<file path="config.mk">
export PLATFORM = sky130hd
export DESIGN_NAME = x86_lazy_status_flag_evaluator_unit
export DESIGN_NICKNAME = d
export VERILOG_FILES = /design/src/hw/rtl/xlsfe_pkg.sv /design/src/hw/rtl/xlsfe_flag_calc.sv /design/src/hw/rtl/x86_lazy_status_flag_evaluator_unit.sv
export SDC_FILE = /design/constraint.sdc
export NUM_CORES = 1
export LEC_CHECK = 0
export BUFFER_PORTS_ARGS = -buffer_cell sky130_fd_sc_hd__buf_2
export CORE_UTILIZATION = 45
export CTS_BUF_LIST = sky130_fd_sc_hd__clkbuf_8 sky130_fd_sc_hd__clkbuf_16
export CTS_CLUSTER_SIZE = 28
export DETAILED_ROUTE_END_ITERATION = 12
export PLACE_DENSITY = 0.7
export SYNTH_ARGS = -nofsm -noshare
export SYNTH_HDL_FRONTEND = slang
export SYNTH_SLANG_ARGS = --single-unit
</file>
<file path="constraint.sdc">
create_clock -name i_clk -period 9.07 [get_ports i_clk]
set_clock_uncertainty 0.15 [all_clocks]
set_input_delay 1.3605 -clock i_clk [delete_from_list [all_inputs] [get_ports i_clk]]
set_output_delay 1.3605 -clock i_clk [all_outputs]
set_load 0.01 [all_outputs]
</file>
<file path="src/hw/rtl/xlsfe_pkg.sv">
`timescale 1ns / 1ps
// ============================================================================
// xlsfe_pkg
// Shared types and constants for the x86 lazy status flag evaluator: command
// codes, width codes, fill modes, EFLAGS bit positions and the operation
// record that travels from the input register to the flag logic.
// ============================================================================
package xlsfe_pkg;

    // Operation kinds of the recorded ALU instruction.
    localparam logic [3:0] CMD_NONE  = 4'd0;
    localparam logic [3:0] CMD_ADD   = 4'd1;
    localparam logic [3:0] CMD_ADC   = 4'd2;
    localparam logic [3:0] CMD_SUB   = 4'd3;
    localparam logic [3:0] CMD_SBB   = 4'd4;
    localparam logic [3:0] CMD_LOGIC = 4'd5;
    localparam logic [3:0] CMD_INC   = 4'd6;
    localparam logic [3:0] CMD_DEC   = 4'd7;
    localparam logic [3:0] CMD_NEG   = 4'd8;
    localparam logic [3:0] CMD_SHL   = 4'd9;
    localparam logic [3:0] CMD_SHR   = 4'd10;
    localparam logic [3:0] CMD_SAR   = 4'd11;
    localparam logic [3:0] CMD_DSHL  = 4'd12;
    localparam logic [3:0] CMD_DSHR  = 4'd13;

    // Operand width codes; the unused code behaves as 32 bits.
    localparam logic [1:0] WIDTH_8  = 2'd0;
    localparam logic [1:0] WIDTH_16 = 2'd1;

    // Fill modes: flags that are left cleared for the caller.
    localparam logic [2:0] FILL_NO_CF    = 3'd1;
    localparam logic [2:0] FILL_NO_ZF    = 3'd2;
    localparam logic [2:0] FILL_NO_OF    = 3'd3;
    localparam logic [2:0] FILL_NO_CF_OF = 3'd4;

    // EFLAGS bit positions of the arithmetic flags.
    localparam int unsigned FLAG_CF_BIT = 0;
    localparam int unsigned FLAG_PF_BIT = 2;
    localparam int unsigned FLAG_AF_BIT = 4;
    localparam int unsigned FLAG_ZF_BIT = 6;
    localparam int unsigned FLAG_SF_BIT = 7;
    localparam int unsigned FLAG_OF_BIT = 11;
    localparam logic [31:0] ARITH_MASK  = 32'h0000_08d5;

    // One recorded ALU operation.
    typedef struct packed {
        logic [3:0]  command;
        logic [1:0]  width_code;
        logic [2:0]  fill_mode;
        logic [31:0] dest_value;
        logic [31:0] source_value;
        logic [15:0] second_dest;
        logic [31:0] result_value;
        logic        carry_in;
        logic [31:0] old_flags;
    } t_op_rec;

endpackage

</file>
<file path="src/hw/rtl/xlsfe_flag_calc.sv">
`timescale 1ns / 1ps
// ============================================================================
// xlsfe_flag_calc
// Combinational flag logic: from one operation record, recomputes CF, PF, AF,
// ZF, SF and OF of the flags word and keeps every other bit; kind none and the
// unused command codes return the old flags word unchanged.
module xlsfe_flag_calc (
    input  xlsfe_pkg::t_op_rec i_op,
    output logic [31:0]        o_new_flags
);

    logic [31:0] mask;
    logic [31:0] msb_val;
    logic [7:0]  width_bits;
    logic [31:0] d;
    logic [31:0] s;
    logic [31:0] r;
    logic        d_msb;
    logic        s_msb;
    logic        r_msb;
    logic [7:0]  cnt;
    logic [4:0]  cnt5;
    logic        cnt_in_w;
    logic        cnt_in_32;
    logic [7:0]  shl_idx;
    logic [7:0]  dshl_idx;
    logic [7:0]  cnt_m1;
    logic [4:0]  sar_idx;
    logic [31:0] sext_d;
    logic        is_none;
    logic        cf;
    logic        af;
    logic        of;
    logic        zf;
    logic        pf;
    logic        cf_keep;
    logic        of_keep;
    logic [31:0] flags;

    // Width selection: mask, top-bit value and width in bits.
    always_comb begin
        unique case (i_op.width_code)
            xlsfe_pkg::WIDTH_8: begin
                mask       = 32'h0000_00ff;
                msb_val    = 32'h0000_0080;
                width_bits = 8'd8;
            end
            xlsfe_pkg::WIDTH_16: begin
                mask       = 32'h0000_ffff;
                msb_val    = 32'h0000_8000;
                width_bits = 8'd16;
            end
            default: begin
                mask       = 32'hffff_ffff;
                msb_val    = 32'h8000_0000;
                width_bits = 8'd32;
            end
        endcase
    end

    // Operands at the operand width and their sign bits.
    assign d      = i_op.dest_value & mask;
    assign s      = i_op.source_value & mask;
    assign r      = i_op.result_value & mask;
    assign d_msb  = |(d & msb_val);
    assign s_msb  = |(s & msb_val);
    assign r_msb  = |(r & msb_val);
    assign sext_d = d_msb ? (d | ~mask) : d;

    // Shift count decode and bit positions that the shifted-out bit comes from.
    assign cnt       = i_op.source_value[7:0];
    assign cnt5      = i_op.source_value[4:0];
    assign cnt_in_w  = (cnt != 8'd0) && (cnt <= width_bits);
    assign cnt_in_32 = (cnt != 8'd0) && (cnt <= 8'd32);
    assign shl_idx   = width_bits - cnt;
    assign dshl_idx  = 8'd32 - cnt;
    assign cnt_m1    = cnt - 8'd1;
    assign sar_idx   = (cnt > 8'd32) ? 5'd31 : cnt_m1[4:0];

    assign is_none = (i_op.command == xlsfe_pkg::CMD_NONE) ||
                     (i_op.command > xlsfe_pkg::CMD_DSHR);

    // Carry, adjust and overflow by operation kind.
    always_comb begin
        cf = 1'b0;
        af = 1'b0;
        of = 1'b0;
        unique case (i_op.command)
            xlsfe_pkg::CMD_ADD, xlsfe_pkg::CMD_ADC: begin
                cf = (r < d) ||
                     ((i_op.command == xlsfe_pkg::CMD_ADC) && i_op.carry_in && (r == d));
                of = ~(d_msb ^ s_msb) & (r_msb ^ s_msb);
                af = d[4] ^ s[4] ^ r[4];
            end
            xlsfe_pkg::CMD_SUB, xlsfe_pkg::CMD_SBB: begin
                if (i_op.command == xlsfe_pkg::CMD_SUB) begin
                    cf = d < s;
                end else begin
                    cf = (d < r) || (i_op.carry_in && (s == mask));
                end
                of = (d_msb ^ s_msb) & (d_msb ^ r_msb);
                af = d[4] ^ s[4] ^ r[4];
            end
            xlsfe_pkg::CMD_LOGIC: begin
                cf = 1'b0;
            end
            xlsfe_pkg::CMD_INC: begin
                cf = i_op.carry_in;
                of = r == msb_val;
                af = r[3:0] == 4'h0;
            end
            xlsfe_pkg::CMD_DEC: begin
                cf = i_op.carry_in;
                of = r == (msb_val - 32'd1);
                af = r[3:0] == 4'hf;
            end
            xlsfe_pkg::CMD_NEG: begin
                cf = d != 32'd0;
                of = d == msb_val;
                af = d[3:0] != 4'h0;
            end
            xlsfe_pkg::CMD_SHL, xlsfe_pkg::CMD_DSHL: begin
                if (cnt_in_w) begin
                    cf = d[shl_idx[4:0]];
                end else if ((i_op.command == xlsfe_pkg::CMD_DSHL) &&
                             (width_bits == 8'd16) && cnt_in_32) begin
                    cf = i_op.second_dest[dshl_idx[3:0]];
                end
                of = r_msb ^ d_msb;
                af = (i_op.command == xlsfe_pkg::CMD_SHL) && (cnt5 != 5'd0);
            end
            xlsfe_pkg::CMD_SHR: begin
                if (cnt_in_w) begin
                    cf = d[cnt_m1[4:0]];
                end
                of = (cnt5 == 5'd1) && d_msb;
                af = cnt5 != 5'd0;
            end
            xlsfe_pkg::CMD_SAR: begin
                if (cnt != 8'd0) begin
                    cf = sext_d[sar_idx];
                end
                af = cnt5 != 5'd0;
            end
            xlsfe_pkg::CMD_DSHR: begin
                if (cnt_in_32) begin
                    cf = i_op.dest_value[cnt_m1[4:0]];
                end
                of = r_msb ^ d_msb;
            end
            default: begin
                cf = 1'b0;
            end
        endcase
    end

    // Result flags and fill mode masking.
    assign pf      = ~^r[7:0];
    assign zf      = (r == 32'd0) && (i_op.fill_mode != xlsfe_pkg::FILL_NO_ZF);
    assign cf_keep = cf && (i_op.fill_mode != xlsfe_pkg::FILL_NO_CF) &&
                     (i_op.fill_mode != xlsfe_pkg::FILL_NO_CF_OF);
    assign of_keep = of && (i_op.fill_mode != xlsfe_pkg::FILL_NO_OF) &&
                     (i_op.fill_mode != xlsfe_pkg::FILL_NO_CF_OF);

    // Merge the new flags into the kept bits of the old word.
    always_comb begin
        flags                          = i_op.old_flags & ~xlsfe_pkg::ARITH_MASK;
        flags[xlsfe_pkg::FLAG_CF_BIT]  = cf_keep;
        flags[xlsfe_pkg::FLAG_PF_BIT]  = pf;
        flags[xlsfe_pkg::FLAG_AF_BIT]  = af;
        flags[xlsfe_pkg::FLAG_ZF_BIT]  = zf;
        flags[xlsfe_pkg::FLAG_SF_BIT]  = r_msb;
        flags[xlsfe_pkg::FLAG_OF_BIT]  = of_keep;
    end

    assign o_new_flags = is_none ? i_op.old_flags : flags;

endmodule

</file>
<file path="src/hw/rtl/x86_lazy_status_flag_evaluator_unit.sv">
`timescale 1ns / 1ps
// ============================================================================
// x86_lazy_status_flag_evaluator_unit
// Evaluates the six arithmetic EFLAGS bits from the record of the last x86
// ALU operation, with an input register, single-pass flag logic and a
// result register.
// ============================================================================
//
//  Channel | Direction | Handshake               | Payload
//  --------+-----------+-------------------------+------------------------------
//  in      | into unit | i_in_valid / o_in_stall | i_command ... i_old_flags
//  out     | from unit | o_out_valid / i_out_stall | o_new_flags
//
//  A beat is accepted every cycle unless the input stalls; a beat passes the
//  input register, the flag logic and the result register in that order.
//  Reset clears both valid bits only; payload registers are not reset. A
//  stall at the output holds the result register, and the input stalls only
//  when both registers hold beats and the output is stalled.
//
module x86_lazy_status_flag_evaluator_unit (
    input  logic        i_clk,
    input  logic        i_rst_n,
    input  logic        i_in_valid,
    output logic        o_in_stall,
    input  logic [3:0]  i_command,
    input  logic [1:0]  i_width_code,
    input  logic [2:0]  i_fill_mode,
    input  logic [31:0] i_dest_value,
    input  logic [31:0] i_source_value,
    input  logic [15:0] i_second_dest,
    input  logic [31:0] i_result_value,
    input  logic        i_carry_in,
    input  logic [31:0] i_old_flags,
    output logic        o_out_valid,
    input  logic        i_out_stall,
    output logic [31:0] o_new_flags
);

    xlsfe_pkg::t_op_rec r_op;
    xlsfe_pkg::t_op_rec n_op;
    logic               r_op_valid;
    logic               n_op_valid;
    logic [31:0]        r_flags;
    logic [31:0]        n_flags;
    logic               r_out_valid;
    logic               n_out_valid;
    logic               out_free;
    logic               op_free;
    logic               in_take;
    logic [31:0]        calc_flags;

    // Stage advance: each register moves on when the one after it frees up.
    assign out_free = !r_out_valid || !i_out_stall;
    assign op_free  = !r_op_valid || out_free;
    assign in_take  = i_in_valid && op_free;

    // Input register next values.
    always_comb begin
        n_op       = r_op;
        n_op_valid = r_op_valid;
        if (op_free) begin
            n_op_valid = i_in_valid;
        end
        if (in_take) begin
            n_op.command      = i_command;
            n_op.width_code   = i_width_code;
            n_op.fill_mode    = i_fill_mode;
            n_op.dest_value   = i_dest_value;
            n_op.source_value = i_source_value;
            n_op.second_dest  = i_second_dest;
            n_op.result_value = i_result_value;
            n_op.carry_in     = i_carry_in;
            n_op.old_flags    = i_old_flags;
        end
    end

    // Flag evaluation between the two registers.
    xlsfe_flag_calc u_flag_calc (
        .i_op        (r_op),
        .o_new_flags (calc_flags)
    );

    // Result register next values.
    always_comb begin
        n_flags     = r_flags;
        n_out_valid = r_out_valid;
        if (out_free) begin
            n_out_valid = r_op_valid;
            if (r_op_valid) begin
                n_flags = calc_flags;
            end
        end
    end

    // Valid bits, with reset.
    always_ff @(posedge i_clk) begin
        if (!i_rst_n) begin
            r_op_valid  <= 1'b0;
            r_out_valid <= 1'b0;
        end else begin
            r_op_valid  <= n_op_valid;
            r_out_valid <= n_out_valid;
        end
    end

    // Payload registers, no reset.
    always_ff @(posedge i_clk) begin
        r_op    <= n_op;
        r_flags <= n_flags;
    end

    assign o_in_stall  = !op_free;
    assign o_out_valid = r_out_valid;
    assign o_new_flags = r_flags;

    // A held input beat moves into a free result register on the next edge.
    a_advance: assert property (@(posedge i_clk) disable iff (!i_rst_n)
        (r_op_valid && out_free) |=> r_out_valid)
        else $error("input beat did not reach the result register");

    // The input stalls only when both registers are full and the output stalls.
    a_stall_cause: assert property (@(posedge i_clk) disable iff (!i_rst_n)
        o_in_stall |-> (r_op_valid && r_out_valid && i_out_stall))
        else $error("input stalled without a full pipeline");

    // Non-arithmetic bits of the flags word always pass through.
    a_keep_bits: assert property (@(posedge i_clk) disable iff (!i_rst_n)
        r_op_valid |->
            ((calc_flags & ~xlsfe_pkg::ARITH_MASK) ==
             (r_op.old_flags & ~xlsfe_pkg::ARITH_MASK)))
        else $error("non-arithmetic flag bits changed");

    // Kind none returns the old flags word unchanged.
    a_none_pass: assert property (@(posedge i_clk) disable iff (!i_rst_n)
        (r_op_valid && (r_op.command == xlsfe_pkg::CMD_NONE)) |->
            (calc_flags == r_op.old_flags))
        else $error("kind none altered the flags word");

    // A stalled result is not overwritten.
    a_hold_result: assert property (@(posedge i_clk) disable iff (!i_rst_n)
        (r_out_valid && i_out_stall) |=> (r_out_valid && $stable(r_flags)))
        else $error("stalled result changed");

endmodule

</file>
==> impl_metrics.csv <==
group,metric,value,unit
critical_path,slowest_stage,"or2_2",
floorplan,coreArea,21800,um^2
floorplan,dieArea,22900,um^2
synthesis,synth_xor_area_frac,0.0131,
place,hpwl,18.1,mm
power,total_power,2150,uW
power,p_per_area,180,nW/um^2
critical_path,end_kind,"flop",
synthesis,synth.area.top_cells,"edfxtp_1, ha_1, mux4_2",
outcome,status,"complete, no violations",
floorplan,start_util,0.459,
global_routing,grtUsageTotal,0.220,
clock_network,cts_tree,"yes",
clock_network,htree_levels,4,
critical_path,path_cells,"or2_2 -> ha_1 -> buf_4 -> clkinv_1 -> nor2_1 -> ha_1 -> nand2_1 -> a21oi_1 -> a221o_1 -> a21o_1 -> and4bb_2 -> nor4b_1 -> a41oi_2",
synthesis,synth-seq-cells,188,
routing,drtIter0Drc,443,
cells_and_area,fin_nets,1219,
cells_and_area,synthToLayoutAreaGrowth,19.1,%
timing,period_minus_slack,4.45,ns
critical_path,crit_top_cell,"ha_1",
synthesis,synth_top_area_frac,0.557,
floorplan,die_w,151,um
routing,first_pass_iters,5,
power,p_leak,0.00491,uW
worst_hold_path,min_path_type,"flop to flop",
synthesis,syn-cell-area,10000,um^2
power,switchingPower,610,uW
timing,max_freq,225,MHz
clock_network,hold_buffers,0,
global_routing,grt_pass1_vias,7128,
clock_network,cts_sinks,188,
critical_path,cp_slowest_stage_delay,0.51,ns
critical_path,path_max_fanout,56,
routing,vias,7174,
synthesis,synthSimpleGateAreaFrac,0.132,
timing,setup_tns,0,ns
power,p_int,1540,uW
clock_network,cts_root_buffer,"clkbuf_16",
synthesis,synth_fa_ha_area_frac,0.0986,
timing,finalSetupViolations,0,
place,place_congestion,0.946,
power,switching_share,0.284,
synthesis,post_synth.cell_area_avg,12.7,um^2
synthesis,synth_top_family_by_area,"simple AND/OR/NAND/NOR gates",
cells_and_area,layout.cells.non_filler,1275,
synthesis,async_flop_share,0,
global_routing,grt_max_degree,79,
timing,drv_slew,0,
routing,wl_per_cell,19.1,um
synthesis,ys.flop_type,"edfxtp_1",
synthesis,synth_mux_area_frac,0.0597,
power,p_clk_frac,0.372,
timing,post-route-period-util,0.491,
floorplan,rows,54,
job,maxCapViolations,0,
clock_network,clk_pin_slew,0.09,ns
critical_path,critical_path_buf_inv_count,2,
floorplan,fp.dieH,151,um
timing,slew_headroom,0.261,
global_routing,gr-total-overflow,0,
routing,postRouteAntennaNets,0,
synthesis,synth-compound-area-share,0.103,
global_routing,grt_pass1_wl,37.6,mm
synthesis,synth_edf_count,186,
clock_network,clock_latency,0.45,ns
clock_network,cts_buffers,17,
cells_and_area,n_antenna_cell,0,
cells_and_area,drive_above_1_share,0.267,
routing,via_per_inst,5.63,
critical_path,r2r_slack,4.62,ns
synthesis,yosys_warnings,0,
timing,tightest_slew,1.11,ns
synthesis,postSynthCellCount,790,
power,p_seq_frac,0.490,
clock_network,cts_resized,0,
routing,routed_wl,24.3,mm
place,port-buffer-count,191,
synthesis,synth_nets,1027,
global_routing,antenna_found_initial,0,
clock_network,post_cts_buffers,0,
floorplan,io_pins,192,
routing,drc,0,
cells_and_area,fin_util,0.547,
clock_network,cts_buffer_depth,2,
critical_path,crit_family,"simple AND/OR/NAND/NOR gates",
critical_path,cp.required,9.09,ns
timing,rsz0062_at_grt,"no",
synthesis,ys_seq_area_frac,0.561,
timing,finalHoldViolations,0,
synthesis,synth.distinct_cells,66,
place,dp_slack,4.69,ns
power,ir_drop,0.0993,mV
critical_path,criticalPathCategory,"flop to flop",
critical_path,arrival,4.47,ns
timing,layout_setup_ws,4.62,ns
critical_path,startpoint_type,"flop",
power,power_frac_comb,0.138,
synthesis,synth_top_cell_by_area,"edfxtp_1",
place,placedCellCount,1243,
## through the flow
step	instance area, um^2	hold slack (ns)
floorplan	10000	0.250
global placement	11300	0.250
detailed placement	11300	0.255
CTS	11900	0.274
global route	11900	0.279
finish	11900	0.273
## layout make-up
class                   count  area [um^2]
clock inverters            15          230
repair buffers            197         1000
clock buffers              17          425
well taps                 280          350
multi-input cells         519         4090
flip-flops and latches    188         5630
inverters                  59          221
fillers                  1845         9880
## cells by family (layout without fill, tap and decap cells)
group,after synthesis,in the layout
compound gates,147,147
xor+xnor,15,15
fa+ha+maj,79,79
buf+inv,83,288
flops,188,188
mux,34,34
simple gates,244,244
## power groups by stage
stage / logic, uW / clock network (uW) / registers [uW]
floorplan: 195 / 0 / 1060
global placement: 289 / 0 / 1070
detailed placement: 294 / 0 / 1070
CTS: 296 / 819 / 1050
global route: 332 / 849 / 1060
finish: 297 / 800 / 1050
## cell usage after synthesis (3+ instances only)
| master | n |
|---|---|
| a211oi_1 | 13 |
| nand4_1 | 35 |
| nor3_1 | 15 |
| o211ai_1 | 13 |
| o21ai_0 | 32 |
| and3_1 | 5 |
| nor4_1 | 14 |
| o41ai_1 | 4 |
| inv_1 | 58 |
| nor2b_1 | 7 |
| mux2i_1 | 11 |
| ha_1 | 79 |
| clkbuf_1 | 18 |
| buf_2 | 3 |
| nor2_1 | 21 |
| nand2b_1 | 7 |
| mux2_2 | 3 |
| xnor2_1 | 10 |
| a21oi_1 | 27 |
| and4_1 | 7 |
| nor4b_1 | 3 |
| a21o_1 | 20 |
| edfxtp_1 | 186 |
| and2_1 | 31 |
| mux4_2 | 19 |
| nand3_1 | 13 |
| xor2_1 | 5 |
| a31oi_1 | 3 |
| or2_2 | 5 |
| nand2_1 | 71 |
| o22ai_1 | 5 |
## sequential cells by signal (all words and copies together), names as in the netlist
name	flops
o_out_valid	1
o_new_flags	32
r_op	154
r_op_valid	1
## path summary, 6_finish.rpt
kind / start / endpoint / cells after the start
hold reg to reg: r_op[13]$_DFFE_PP_ / o_new_flags[13]$_DFFE_PP_ / 0
setup / recovery: r_op[149]$_DFFE_PP_ / o_new_flags[0]$_DFFE_PP_ / 13
hold / removal: r_op[13]$_DFFE_PP_ / o_new_flags[13]$_DFFE_PP_ / 0
setup reg to reg: r_op[149]$_DFFE_PP_ / o_new_flags[0]$_DFFE_PP_ / 13
## routing by layer
metal,wire [um],track usage,share of wire,up-vias
li1,-,-,-,3448
met5,0,0,0,-
met3,2360,0.0633,0.097,44
met4,656,0.0810,0.027,0
met2,11100,0.339,0.46,317
met1,10200,0.294,0.42,3365
## cells in the final DEF (no fill, tap or decap), drive strengths merged, types with 21 or more instances in the layout
cell type and count:
buf 197, edfxtp 186, ha 79, nand2 71, inv 68, nand4 35, o21ai 33, and2 31
a21oi 27, nor2 21
Note: power is estimated with default switching activity, not from simulation.
